**src/rtl/core/lsfs_pkg.sv**
```systemverilog
`timescale 1ns / 1ps
// Shared constants, types and helpers for the LED sparkle-fade sequencer.
// No dependencies.
package lsfs_pkg;

   localparam int MaxLeds = 64;
   localparam int LedIdxW = $clog2(MaxLeds);
   localparam int LedCntW = LedIdxW + 1;
   localparam int FrameW = 10;
   localparam int TimerW = 17;
   localparam int MsW = 16;
   localparam int SpanW = 15;
   localparam int ProdW = 24;
   localparam int QuotW = 8;
   localparam int BProdW = 15;
   localparam int RecipW = 13;
   localparam int RecipShift = 19;

   localparam logic [TimerW-1:0] TimerMax = '1;
   localparam logic [31:0] LfsrMask = 32'h8020_0003;
   localparam logic [RecipW-1:0] RecipMul = 13'd5243;  // x/100 == (x*5243)>>19 for x < 43690
   localparam logic [6:0] PctFull = 7'd100;

   typedef enum logic [2:0] {
      REG_OFF_TIME,
      REG_FADE_IN,
      REG_FADE_OUT,
      REG_BRIGHTNESS,
      REG_USER_COLOR,
      REG_RANDOM_EN,
      REG_ACTIVE_LEDS,
      REG_SEED
   } reg_idx_type;

   // Channel 0 is red (bits 7:0), 1 green, 2 blue.
   typedef logic [2:0][7:0] rgb_type;
   typedef logic [2:0][ProdW-1:0] prod3_type;

   typedef struct packed {
      logic [MsW-1:0] off_time;
      logic [MsW-1:0] fade_in;
      logic [MsW-1:0] fade_out;
      logic [6:0] bright;               // already limited to 100
      rgb_type user_color;
      logic random_en;
      logic [LedCntW-1:0] led_count;    // already limited to 1..MaxLeds
   } cfg_type;

   function automatic logic [31:0] lfsr_step(input logic [31:0] s);
      logic [31:0] r;
      r = s >> 1;
      if (s[0]) begin
         r = r ^ LfsrMask;
      end
      return r;
   endfunction

endpackage

```
**src/rtl/core/lsfs_front.sv**
```systemverilog
`timescale 1ns / 1ps
// Front end: accepts frame ticks and holds them in a two-entry queue.
// Depends on lsfs_pkg.
module lsfs_front import lsfs_pkg::*; (
   input  logic              clock,
   input  logic              reset,
   input  logic              req_valid,
   output logic              req_stall,
   input  logic [FrameW-1:0] req_frame_ms,
   output logic              q_valid,
   output logic [FrameW-1:0] q_frame_ms,
   input  logic              q_pop
);

   logic [FrameW-1:0] slot_ff [2];
   logic wr_ptr_ff;
   logic rd_ptr_ff;
   logic [1:0] count_ff;
   logic push;
   logic pop;

   assign req_stall = (count_ff == 2'd2);
   assign q_valid = (count_ff != 2'd0);
   assign q_frame_ms = slot_ff[rd_ptr_ff];
   assign push = req_valid && !req_stall;
   assign pop = q_pop && q_valid;

   always_ff @(posedge clock) begin
      if (push) begin
         slot_ff[wr_ptr_ff] <= req_frame_ms;
      end
   end

   always_ff @(posedge clock) begin
      if (reset) begin
         wr_ptr_ff <= 1'b0;
         rd_ptr_ff <= 1'b0;
         count_ff <= 2'd0;
      end else begin
         if (push) begin
            wr_ptr_ff <= !wr_ptr_ff;
         end
         if (pop) begin
            rd_ptr_ff <= !rd_ptr_ff;
         end
         if (push && !pop) begin
            count_ff <= count_ff + 2'd1;
         end else if (pop && !push) begin
            count_ff <= count_ff - 2'd1;
         end
      end
   end

endmodule

```
**config.mk**
```make
export PLATFORM = sky130hd
export DESIGN_NAME = lsfs_front
export DESIGN_NICKNAME = d
export VERILOG_FILES = /design/src/rtl/core/lsfs_pkg.sv /design/src/rtl/core/lsfs_front.sv
export SDC_FILE = /design/constraint.sdc
export NUM_CORES = 1
export LEC_CHECK = 0
export ABC_AREA = 0
export BUFFER_PORTS_ARGS = -buffer_cell sky130_fd_sc_hd__buf_2
export CAP_MARGIN = 20
export CORE_MARGIN = 10
export CORE_UTILIZATION = 49
export CTS_BUF_LIST = sky130_fd_sc_hd__clkbuf_2 sky130_fd_sc_hd__clkbuf_4 sky130_fd_sc_hd__clkbuf_8
export CTS_CLUSTER_DIAMETER = 120
export DETAILED_ROUTE_END_ITERATION = 10
export GPL_TIMING_DRIVEN = 0
export PLACE_DENSITY = 0.83
export REMOVE_ABC_BUFFERS = 1
export SYNTH_ARGS = -nofsm -noshare
export SYNTH_HDL_FRONTEND = slang
export SYNTH_SLANG_ARGS = --single-unit
```
**constraint.sdc**
```tcl
create_clock -name clock -period 1.7 [get_ports clock]
set_input_delay 0.085 -clock clock [delete_from_list [all_inputs] [get_ports clock]]
set_output_delay 0.085 -clock clock [all_outputs]
set_load 0.03 [all_outputs]
```
# After elaboration in Yosys (flattened, before gate mapping)
# Memories as Yosys holds them, arrays and structs flattened. A register that Yosys moved wholly into a read port is not among the register bits.
# Index checks and enable logic that the tools add are counted.
dict set report classes {
  n_addsub 2
  n_eq_ne 1
  n_mux 6
  n_reduce_logical 11
}
# op n
set ops {}
lappend ops {{$logic_not A1 Y1} 5}
lappend ops {{$logic_and A1 B1 Y1} 4}
lappend ops {{$mux W1} 4}
lappend ops {{$mux W2} 2}
lappend ops {{$reduce_bool A2 Y1} 2}
lappend ops {{$add A2 B1 Y2 const B} 1}
lappend ops {{$eq A2 B2 Y1 const B} 1}
lappend ops {{$sub A2 B1 Y2 const B} 1}
dict set report totals {
  ff_bits 4
  ram_bits 20
  input_bits 14
  out_inout_bits 12
  wordCells 24
  memories 1
}
# name words width read_ports rd_ports_with_merged_regs write_ports line
set memory_table {}
lappend memory_table {slot_ff 2 10 1 1 1 lsfs_front.sv:15} ;# logic [FrameW-1:0] slot_ff [2];

# Longest topological paths before layout
# Gate-level depths: netlist of the first run.
dict set report depth {
  depth_word 7
  depth_mapped 6
  depth_no_buf 6
}

# Worst setup path after synthesis of the first run
# OpenSTA, ideal clock, no wires.
dict set report synth_timing {
  kind {register to register}
  from {reg count_ff[1]}
  to {reg count_ff[1]}
  setup_time_ns 0.070
  arrival_ns 1.570
  t_required_ns 1.630
  setup_slack_ns 0.060
  stages_incl_launch_ff 6
  path_buffers 0
  period_less_slack_ns 1.640
  path_cell_list {dfxtp_1 -> nor2b_2 -> nor2_1 -> ha_1 -> or3_1 -> a21oi_1}
}
dict set report synth_between {
  elab_chain_len 6
  word_cells_on_any_way 14
  cone_classes {add/sub: 2; eq/ne: 1; mux: 2; reduce/logical: 9}
}
# item line
set synth_lines {}
lappend synth_lines {{start, declared} lsfs_front.sv:18} ;# logic [1:0] count_ff;
lappend synth_lines {{start signal, assigned} lsfs_front.sv:47} ;# count_ff <= count_ff + 2'd1;
lappend synth_lines {{start signal, assigned} lsfs_front.sv:49} ;# count_ff <= count_ff - 2'd1;
lappend synth_lines {{$eq A2 B2 Y1 (*)} lsfs_front.sv:22} ;# assign req_stall = (count_ff == 2'd2);
lappend synth_lines {{net req_stall} lsfs_front.sv:8} ;# output logic req_stall,
lappend synth_lines {{$logic_not A1 Y1 (*)} lsfs_front.sv:25} ;# assign push = req_valid && !req_stall;
lappend synth_lines {{$logic_and A1 B1 Y1 (*)} lsfs_front.sv:25}
lappend synth_lines {{$logic_not A1 Y1} lsfs_front.sv:48} ;# end else if (pop && !push) begin
lappend synth_lines {{$logic_and A1 B1 Y1} lsfs_front.sv:48}
lappend synth_lines {{$reduce_bool A2 Y1 (no source line)} --}
# Mark *: on every way through the listed nets, which the timed path passes. The rest lies on a longest branch. The select of a mux whose other input is x is not followed.
# A chain may end at the register's enable or synchronous reset.

==> results.md, run 1 <==
* Chip width at 63.8 um
* Vias in the first global route at 624
* Area Overhead vs Synth at 30.8%
* Yosys reg bits at 25
* Clk sinks at 25
* Total gr overflow at 0
* Final hold vios at 0
* Worst EP required at ~1.6 ns
* Worst min-delay path category: in -> reg
* CP peak stage delay at approximately 0.61 ns
* Fmax at around 640 MHz
* Area of the core at ~0.0018 sq mm
* Relative slew slack at between 60% and 70%
* Die footprint at around 0.0041 sq mm
* Syn Area/Cell at around 17 sq um
* Pleak at between 0.4 and 0.5 nW
* Clock transition at path regs at about 0.12 ns
* Antenna violations before repair at 0
* Post-layout minimum cycle time at between 1.5 and 2 ns
* Clk Latency, worst-skew pair at roughly 0.30 ns
* Synthesized area at about 940 sq um
* Maxcap violations at 0
* Maximum vdd ir drop at slightly below 1000 uV
* First-pass GRT wire length at 2870 um
* Final net count at about 110
* DR pass1 iterations at 2
* DR iter-0 viols at 19
* Hold slack at 0.164 ns
* H-tree levels at 1
* Unique masters post-synth at 14
* Slew Limit Fails at 0
* Post-DRT Antenna Nets at 0
* Measured slew at the worst slew-check pin at around 0.48 ns
* Critical Path AT at approximately 1.5 ns
* Setup Skew at 0.00537 ns
* Setup TNS at 0 ns
* RSZ-0062 raised after global routing: no
* IO Pins at 26
* Total Routing Usage GR at 8.98%
* Power density cells at between 1000 and 1500 mW/mm^2
* Root buffer selected by CTS: clkbuf_4
* CP Max Fanout at 10
* Slowest CP cell: dfxtp_1
* Final Util at about 70%
* Die height at approximately 64 um
* CTS tree: done
* DP HPWL at between 1000 and 1500 um
* Gp weighted congestion at 0.622
* DR WL/cell at approximately 14 um
* Post-CTS Setup Bufs at 0
* Largest net degree at the start of global routing at 15
* N_diodes at 0
* Initial Utilization at between 50% and 60%
* # rows at 15
* Layout cells sized above 1 at 43.2%
* CTS buffer count at 3
* Setup violations, final at 0
* Final wirelength at between 1500 and 2000 um
* Syn. warnings at 0
* Seq/Total Area, Yosys at between 70 and 80%
* Fin crit share at 92.2%
* Clk buf depth at 2
* Setup CP Type: reg -> out
* Crit path launch type: register
* DR vias/cell at about 4.6
* Crit. End Element: primary output
* Mapped Cells at 56
* Status: completed
* DR vias at between 500 and 600
* Count of port buffers added during placement at 25
* Drt drc at 0
* CP cell instances: mux2_2, buf_2
## worst max-delay path, delay by kind of cell (launching register included)
family | cells | cell delay, ns
buf+inv | 1 | 0.18
flops | 1 | 0.61
mux | 1 | 0.39
## Yosys cell counts
| library cell | instances | share of area, % |
|---|---|---|
| a21oi_1 | 2 | 1.1 |
| and2_1 | 1 | 0.67 |
| nor2_1 | 4 | 1.6 |
| dfxtp_1 | 5 | 11 |
| xor2_1 | 3 | 2.8 |
| o21ai_0 | 3 | 1.6 |
| nor2b_2 | 1 | 0.93 |
| inv_1 | 2 | 0.80 |
| buf_2 | 1 | 0.53 |
| or3_1 | 2 | 1.3 |
| ha_1 | 1 | 1.3 |
| or2_2 | 1 | 0.67 |
| mux2_2 | 10 | 12 |
| edfxtp_1 | 20 | 64 |
## cells in the final DEF, fill, tap and decap left out, drive strengths merged, types with 2 or more instances in the layout
cell         count
a21oi            2
buf             25
clkbuf           3
dfxtp            5
dlygate4sd3     11
edfxtp          20
inv              2
mux2            10
nor2             4
o21ai            3
or3              2
xor2             3
## path summary, 6_finish.rpt
check                                 from  depth (start not counted)                       end  slack [ns]
setup / recovery                  register                          2             q_frame_ms[9]        0.13
setup reg to reg  count_ff[1]$_SDFFE_PP0P_                          5  count_ff[1]$_SDFFE_PP0P_        0.15
hold / removal                   req_valid                          4    wr_ptr_ff$_SDFFE_PP0N_        0.16
hold reg to reg     wr_ptr_ff$_SDFFE_PP0N_                          2    wr_ptr_ff$_SDFFE_PP0N_        0.51
## power by group
group          switching (W)  internal (W)  leakage [nW]
Sequential         0.0000759      0.000778         0.228
Clock               0.000156     0.0000877        0.0177
Combinational       0.000395      0.000254         0.245
## sequential cells by signal (all words and copies together), names as in the netlist, named ones only
register / cells
wr_ptr_ff: 1
slot_ff: 20
rd_ptr_ff: 1
count_ff: 2
## final cells by class
type	count	area, sq um
sequential	25	701
fill	141	537
timing repair buffer	36	235
multi-input combinational	28	225
tap	25	31.3
clock buffer	3	22.5
inverter	2	7.51
clock inverter	1	5.00
## stage by stage
| stage | power [W] | std cells | cell area (sq um) | worst slack (ns) |
|---|---|---|---|---|
| floorplan | 0.00133 | 55 | 933 | 0.0600 |
| global placement | 0.00148 | 105 | 1090 | 0.215 |
| detailed placement | 0.00151 | 105 | 1090 | 0.136 |
| CTS | 0.00177 | 120 | 1230 | 0.0866 |
| global route | 0.00187 | 120 | 1230 | 0.0160 |
| finish | 0.00175 | 120 | 1230 | 0.132 |
## routing by layer
layer | routed length, um | vias up | global-route usage [%]
met5 | 0 | - | 0
met4 | 18 | 0 | 4.92
met3 | 87 | 2 | 2.96
met2 | 852 | 15 | 14.8
met1 | 752 | 254 | 10.0
li1 | - | 286 | -
## repair_timing
action | in CTS | in global routing
hold buffers | 11 | 0
endpoints found under the hold margin | 25 | 0
resized for setup | 0 | 1
endpoints found under the setup margin | 0 | 1
## logic make-up after synthesis
| family | after synthesis | share of synthesized area [%] |
|---|---|---|
| DFF | 25 | 74.7 |
| and+or+nand+nor | 9 | 5.20 |
| adders and majority gates | 1 | 1.33 |
| muxes | 10 | 12.0 |
| xor gates and xnor gates | 3 | 2.80 |
| AOI/OAI and AO/OA | 5 | 2.67 |
| buffers and inverters | 3 | 1.33 |
(Power assumes the default switching activity.)
==> run 2, diff against run 1 <==
==> constraint.sdc (replaced) <==
create_clock -name clock -period 1.7 [get_ports clock]
set_input_delay 0.34 -clock clock [delete_from_list [all_inputs] [get_ports clock]]
set_output_delay 0.34 -clock clock [all_outputs]
set_load 0.03 [all_outputs]
==> run 2 against run 1 <==
Flip-flop and latch count stayed put. Count of clock-buffer cells in the layout unchanged. Core utilization is 6.0 points lower. Wire length decreased by 6.0%. Global-route usage decreased by 0.50 points. Worst setup slack lost 0.049 ns. Largest power group unchanged. Cell area down 8.7%. Clock power barely moved. Worst hold slack improved by 0.050 ns.
==> results.md, run 2 (synthesized netlist as in run 1, its figures left out) <==
* DR pass1 iterations at 2 (unchanged)
* CTS buffer count at 3 (unchanged)
* Power density cells at 1540 mW/mm^2 (+8.5%)
* Antenna violations before repair at 0 (unchanged)
* Die footprint at 0.00407 sq mm (unchanged)
* Number of flip-flops in the largest register at 20 (unchanged)
* Root buffer selected by CTS: clkbuf_4
* Slowest CP cell: dfxtp_4
* Total Routing Usage GR at 8.48% (-0.50 points)
* Total gr overflow at 0 (unchanged)
* Gp weighted congestion at 0.622 (unchanged)
* # rows at 15 (unchanged)
* Maxcap violations at 0 (unchanged)
* CP Max Fanout at 10 (unchanged)
* Relative slew slack at 68.3% (about the same)
* Most common cell after layout, fill and taps aside: buf_2
* N_diodes at 0 (unchanged)
* Vias in the first global route at 579 (-7.2%)
* Setup TNS at 0 ns (unchanged)
* FF-to-FF Start: count_ff[1]$_SDFFE_PP0P_
* Path depth of the worst reg2reg path at 5 (unchanged)
* Post-Place Cell Area at 0.00109 sq mm (unchanged)
* Clk Latency, worst-skew pair at 0.30 ns (about the same)
* Drt drc at 0 (unchanged)
* Setup Skew at 0.00503 ns (-0.000340 ns)
* Largest Register: slot_ff
* Fmax at 619 MHz (-3.0%)
* IO Pins at 26 (unchanged)
* Worst hold path depth at 1 (-3)
* Worst reg2reg endpoint: count_ff[1]$_SDFFE_PP0P_
* Post-CTS Setup Bufs at 0 (unchanged)
* Initial Utilization at 53.2% (unchanged)
* Post-DRT Antenna Nets at 0 (unchanged)
* Measured slew at the worst slew-check pin at 0.476 ns (+0.000144 ns)
* Reg-to-reg slack, setup at 0.15 ns (about the same)
* Fin crit share at 95.1% (+2.9 points)
* Post-layout minimum cycle time at 1.62 ns (+0.0485 ns)
* Setup violations, final at 0 (unchanged)
* Count of port buffers added during placement at 25 (unchanged)
* Clock transition at path regs at 0.12 ns (about the same)
* Final wirelength at 1610 um (-6.0%)
* RSZ-0062 raised after global routing: no
* Slew Limit Fails at 0 (unchanged)
* DR vias/cell at 4.79 (+3.2%)
* Clk sinks at 25 (unchanged)
* Area Overhead vs Synth at 19.5%
* First-pass GRT wire length at 2680 um (-6.7%)
* Status: completed
* DR WL/cell at 14.7 um (+3.5%)
* CP cell instances: mux2_2, buf_2
* CTS tree: done
* Biggest regs: slot_ff x20, count_ff x2
* Die height at 63.8 um (unchanged)
* Worst min-delay path category: in -> reg
* Most frequent cells in the layout: buf_2, edfxtp_1, mux2_2, nor2_1, dfxtp_1
* Layout cells sized above 1 at 50.0% (+6.8 points)
* Area of the core at 0.00176 sq mm (unchanged)
* DP HPWL at 1240 um (unchanged)
* Crit path launch type: register
* Pleak at 0.445 nW (-9.2%)
* CP peak stage delay at 0.44 ns (-0.17 ns)
* Critical Path AT at 1.28 ns (-0.20 ns)
* Largest net degree at the start of global routing at 15 (unchanged)
* Worst EP required at 1.36 ns (-0.26 ns)
* Chip width at 63.8 um (unchanged)
* Finished Cell Area at 0.00112 sq mm (-8.7%)
* Hold endpoint: slot_ff[0][4]$_DFFE_PP_
* H-tree levels at 1 (unchanged)
* Final hold vios at 0 (unchanged)
* DR iter-0 viols at 18 (-1)
* DR vias at 522 (-6.3%)
* Clk buf depth at 2 (unchanged)
* Hold wc startpoint: req_frame_ms[4]
* Maximum vdd ir drop at 978 uV (+0.65%)
* Setup CP Type: reg -> out
* Crit. End Element: primary output
* Final net count at 100 (-9.9%)
## run 2: power by group
part / total (W) / switching, W / internal [W]
clock network: 0.000243 / 0.000155 / 0.0000877
logic: 0.000628 / 0.000391 / 0.000238
registers: 0.000860 / 0.0000757 / 0.000784
total: 0.00173 / 0.000622 / 0.00111
## run 2: worst max-delay path by stage
stage / slack, ns / to / cells after the start / start
floorplan: 0.06 / count_ff[1]$_SDFFE_PP0P_ / 5 / count_ff[1]$_SDFFE_PP0P_
global placement: 0.21 / slot_ff[0][7]$_DFFE_PP_ / 4 / req_valid
detailed placement: 0.14 / count_ff[1]$_SDFFE_PP0P_ / 4 / count_ff[0]$_SDFFE_PP0P_
CTS: 0.06 / q_frame_ms[9] / 2 / register
global route: 0.01 / q_frame_ms[7] / 2 / register
finish: 0.08 / q_frame_ms[9] / 2 / register
## run 2: area by class of cell
cell class                 count  area [sq um]
inverter                       2          7.51
multi-input combinational     28           225
clock buffer                   3          22.5
timing repair buffer          25           125
tap                           25          31.3
fill                         152           643
sequential                    25           704
clock inverter                 1          5.00
## run 2: what timing repair did
item                       4_1_cts  5_1_grt
resized for setup                2        1
setup endpoints to repair       10        1
pin swaps                        0        0
hold buffers                     0        0
## run 2: critical path, delay by kind of cell, from the launching register on
family / cells / cell delay (ns)
flops: 1 / 0.44
buf+inv: 1 / 0.18
mux: 1 / 0.35
## run 2: stage by stage
step           hold slack, ns  total power [W]  setup WS, ns  std cells  util, %
2_1_floorplan           0.409          0.00133        0.0600         55        -
3_3_place_gp            0.467          0.00148         0.211        105     61.8
3_5_place_dp            0.494          0.00151         0.136        105     61.8
4_1_cts                 0.199          0.00176        0.0580        109     63.5
5_1_grt                 0.183          0.00185        0.0100        109     63.5
6_report                0.214          0.00173        0.0838        109     63.5
## run 2: routing by layer
layer / up-vias / global-route usage [%] / wire length (um)
li1: 263 / - / -
met1: 242 / 9.30 / 695
met2: 15 / 13.9 / 804
met3: 2 / 2.96 / 89
met4: 0 / 4.92 / 18
met5: - / 0 / 0
==> run 3, diff against run 2 <==
==> constraint.sdc (replaced) <==
create_clock -name clock -period 1.7 [get_ports clock]
set_input_delay 0.17 -clock clock [delete_from_list [all_inputs] [get_ports clock]]
set_output_delay 0.17 -clock clock [all_outputs]
set_load 0.03 [all_outputs]
==> run 3 against run 2 <==
Worst hold slack worse by 0.17 ns. Cell count unchanged. Clock skew about the same. Worst setup slack better by 0.067 ns. Power down 0.19%. Core utilization down 0.14 points. Via count down 0.19%. First-iteration DRC count down 5.6%. Wire length up 0.37%. Count of clock-buffer cells in the layout unchanged. Flip-flop and latch count unchanged. Non-clock buffer count unchanged. Critical endpoint is now count_ff[1]$_SDFFE_PP0P_. Largest power group unchanged. Highest routed layer unchanged.
==> results.md, run 3 (synthesized netlist as in run 1, its figures left out) <==
* Status: completed
* Setup TNS at 0 ns (unchanged)
* DP Worst Slack at 0.136 ns (unchanged)
* Clk sinks at 25 (unchanged)
* CTS tree: done
* Area of the core at 0.00176 sq mm (unchanged)
* Post-DRT Antenna Nets at 0 (unchanged)
* Finished Cell Area at 0.00112 sq mm (-0.22%)
* Gp weighted congestion at 0.622 (unchanged)
* Pleak at 0.445 nW (about the same)
* Post-CTS Hold Fix Bufs at 0 (unchanged)
* PostCTS Resize Cnt at 0 (-2)
* Initial Utilization at 53.2% (unchanged)
* DR pass1 iterations at 2 (unchanged)
* N_diodes at 0 (unchanged)
* Reg-to-reg slack, setup at 0.15 ns (about the same)
* DR vias/cell at 4.78 (-0.19%)
* Final hold vios at 0 (unchanged)
* CP Max Fanout at 5 (-5)
* Setup violations, final at 0 (unchanged)
* CTS buffer count at 3 (unchanged)
* IO Pins at 26 (unchanged)
* Total Routing Usage GR at 8.48% (unchanged)
* Post-CTS Setup Bufs at 0 (unchanged)
* DR WL/cell at 14.8 um (+0.37%)
* Number of flip-flops in the largest register at 20 (unchanged)
* DR iter-0 viols at 17 (-1)
* Final net count at 100 (unchanged)
* Crit path launch type: register
* Worst min-delay path category: in -> reg
* Fmax at 645 MHz (+4.3%)
* Biggest regs: slot_ff x20, count_ff x2
* Clock transition at path regs at 0.12 ns (about the same)
* RSZ-0062 raised after global routing: no
* Setup CP Type: reg -> reg
* Clk buf depth at 2 (unchanged)
* Count of port buffers added during placement at 25 (unchanged)
* Root buffer selected by CTS: clkbuf_4
* Total gr overflow at 0 (unchanged)
* Post-layout minimum cycle time at 1.55 ns (-0.0666 ns)
* First-pass GRT wire length at 2680 um (unchanged)
* Die footprint at 0.00407 sq mm (unchanged)
* Worst reg2reg endpoint: count_ff[1]$_SDFFE_PP0P_
* Post-Place Cell Area at 0.00109 sq mm (unchanged)
* # rows at 15 (unchanged)
* Worst hold path depth at 1 (unchanged)
* FF-to-FF Start: count_ff[1]$_SDFFE_PP0P_
* Fin crit share at 91.2% (-3.9 points)
* Crit. End Element: register
* Largest net degree at the start of global routing at 15 (unchanged)
* Layout cells sized above 1 at 50.0% (unchanged)
* H-tree levels at 1 (unchanged)
* Measured slew at the worst slew-check pin at 0.474 ns (-0.00212 ns)
* Final wirelength at 1610 um (+0.37%)
* Hold wc startpoint: req_frame_ms[4]
* DR vias at 521 (-0.19%)
* Clk Latency, worst-skew pair at 0.30 ns (about the same)
* Area Overhead vs Synth at 19.2%
* Final WS setup at 0.150 ns (+0.0666 ns)
* Antenna violations before repair at 0 (unchanged)
* Slew Limit Fails at 0 (unchanged)
* Vias in the first global route at 579 (unchanged)
* Worst EP required at 1.94 ns (+0.58 ns)
* Maximum vdd ir drop at 973 uV (-0.55%)
* DP HPWL at 1240 um (unchanged)
* Setup Skew at 0.00486 ns (-0.000163 ns)
* Power density cells at 1540 mW/mm^2 (about the same)
* Drt drc at 0 (unchanged)
* Critical Path AT at 1.79 ns (+0.51 ns)
* Chip width at 63.8 um (unchanged)
* Largest Register: slot_ff
* Maxcap violations at 0 (unchanged)
* Most frequent cells in the layout: buf_2, edfxtp_1, mux2_2, nor2_1, dfxtp_1
* Hold slack at 0.0440 ns (-0.170 ns)
* Hold endpoint: slot_ff[0][4]$_DFFE_PP_
* Die height at 63.8 um (unchanged)
* Relative slew slack at 68.4% (+0.14 points)
* Path depth of the worst reg2reg path at 5 (unchanged)
* Most common cell after layout, fill and taps aside: buf_2
[run 3: cell counts in the layout (fill, tap and decap cells not counted)]
No cell type changed its count.
[run 3: final cells by class]
cell class,count,area [sq um]
multi-input combinational,28,225
clock inverter,1,5.00
tap,25,31.3
fill,154,646
timing repair buffer,25,125
clock buffer,3,22.5
sequential,25,702
inverter,2,7.51
[run 3: critical path, stage by stage, from the launching register on]
cell and delay [ns]:
dfxtp_1 0.40, nor2b_2 0.22, nor2_1 0.07, ha_1 0.31, or3_1 0.35, a21oi_1 0.14
[run 3: worst max path at each step]
| stage | to | from | slack, ns |
|---|---|---|---|
| final | count_ff[1]$_SDFFE_PP0P_ | count_ff[1]$_SDFFE_PP0P_ | 0.15 |
| after detailed placement | count_ff[1]$_SDFFE_PP0P_ | count_ff[0]$_SDFFE_PP0P_ | 0.14 |
| after global placement | count_ff[1]$_SDFFE_PP0P_ | count_ff[0]$_SDFFE_PP0P_ | 0.22 |
| after global routing | count_ff[1]$_SDFFE_PP0P_ | count_ff[1]$_SDFFE_PP0P_ | 0.03 |
| after floorplan | count_ff[1]$_SDFFE_PP0P_ | count_ff[1]$_SDFFE_PP0P_ | 0.06 |
| after CTS | q_frame_ms[9] | register | 0.002 |
[run 3: routing by layer]
metal	share of wire, %	global-route usage [%]	up-vias
li1	-	-	263
met1	44	9.30	241
met2	50	13.9	15
met3	5.5	2.96	2
met4	1.1	4.92	0
met5	0	0	-
[run 3: report_power, final]
| part | switching [W] | internal (W) |
|---|---|---|
| Clock | 0.000156 | 0.0000877 |
| Sequential | 0.0000760 | 0.000781 |
| Combinational | 0.000391 | 0.000237 |
| Total | 0.000622 | 0.00111 |
[run 3: metrics by stage]
step	utilization (%)	total power [W]	instances
after detailed placement	61.8	0.00151	105
final	63.4	0.00173	109
after floorplan	-	0.00133	55
after CTS	63.3	0.00175	109
after global placement	61.8	0.00148	105
after global routing	63.4	0.00185	109
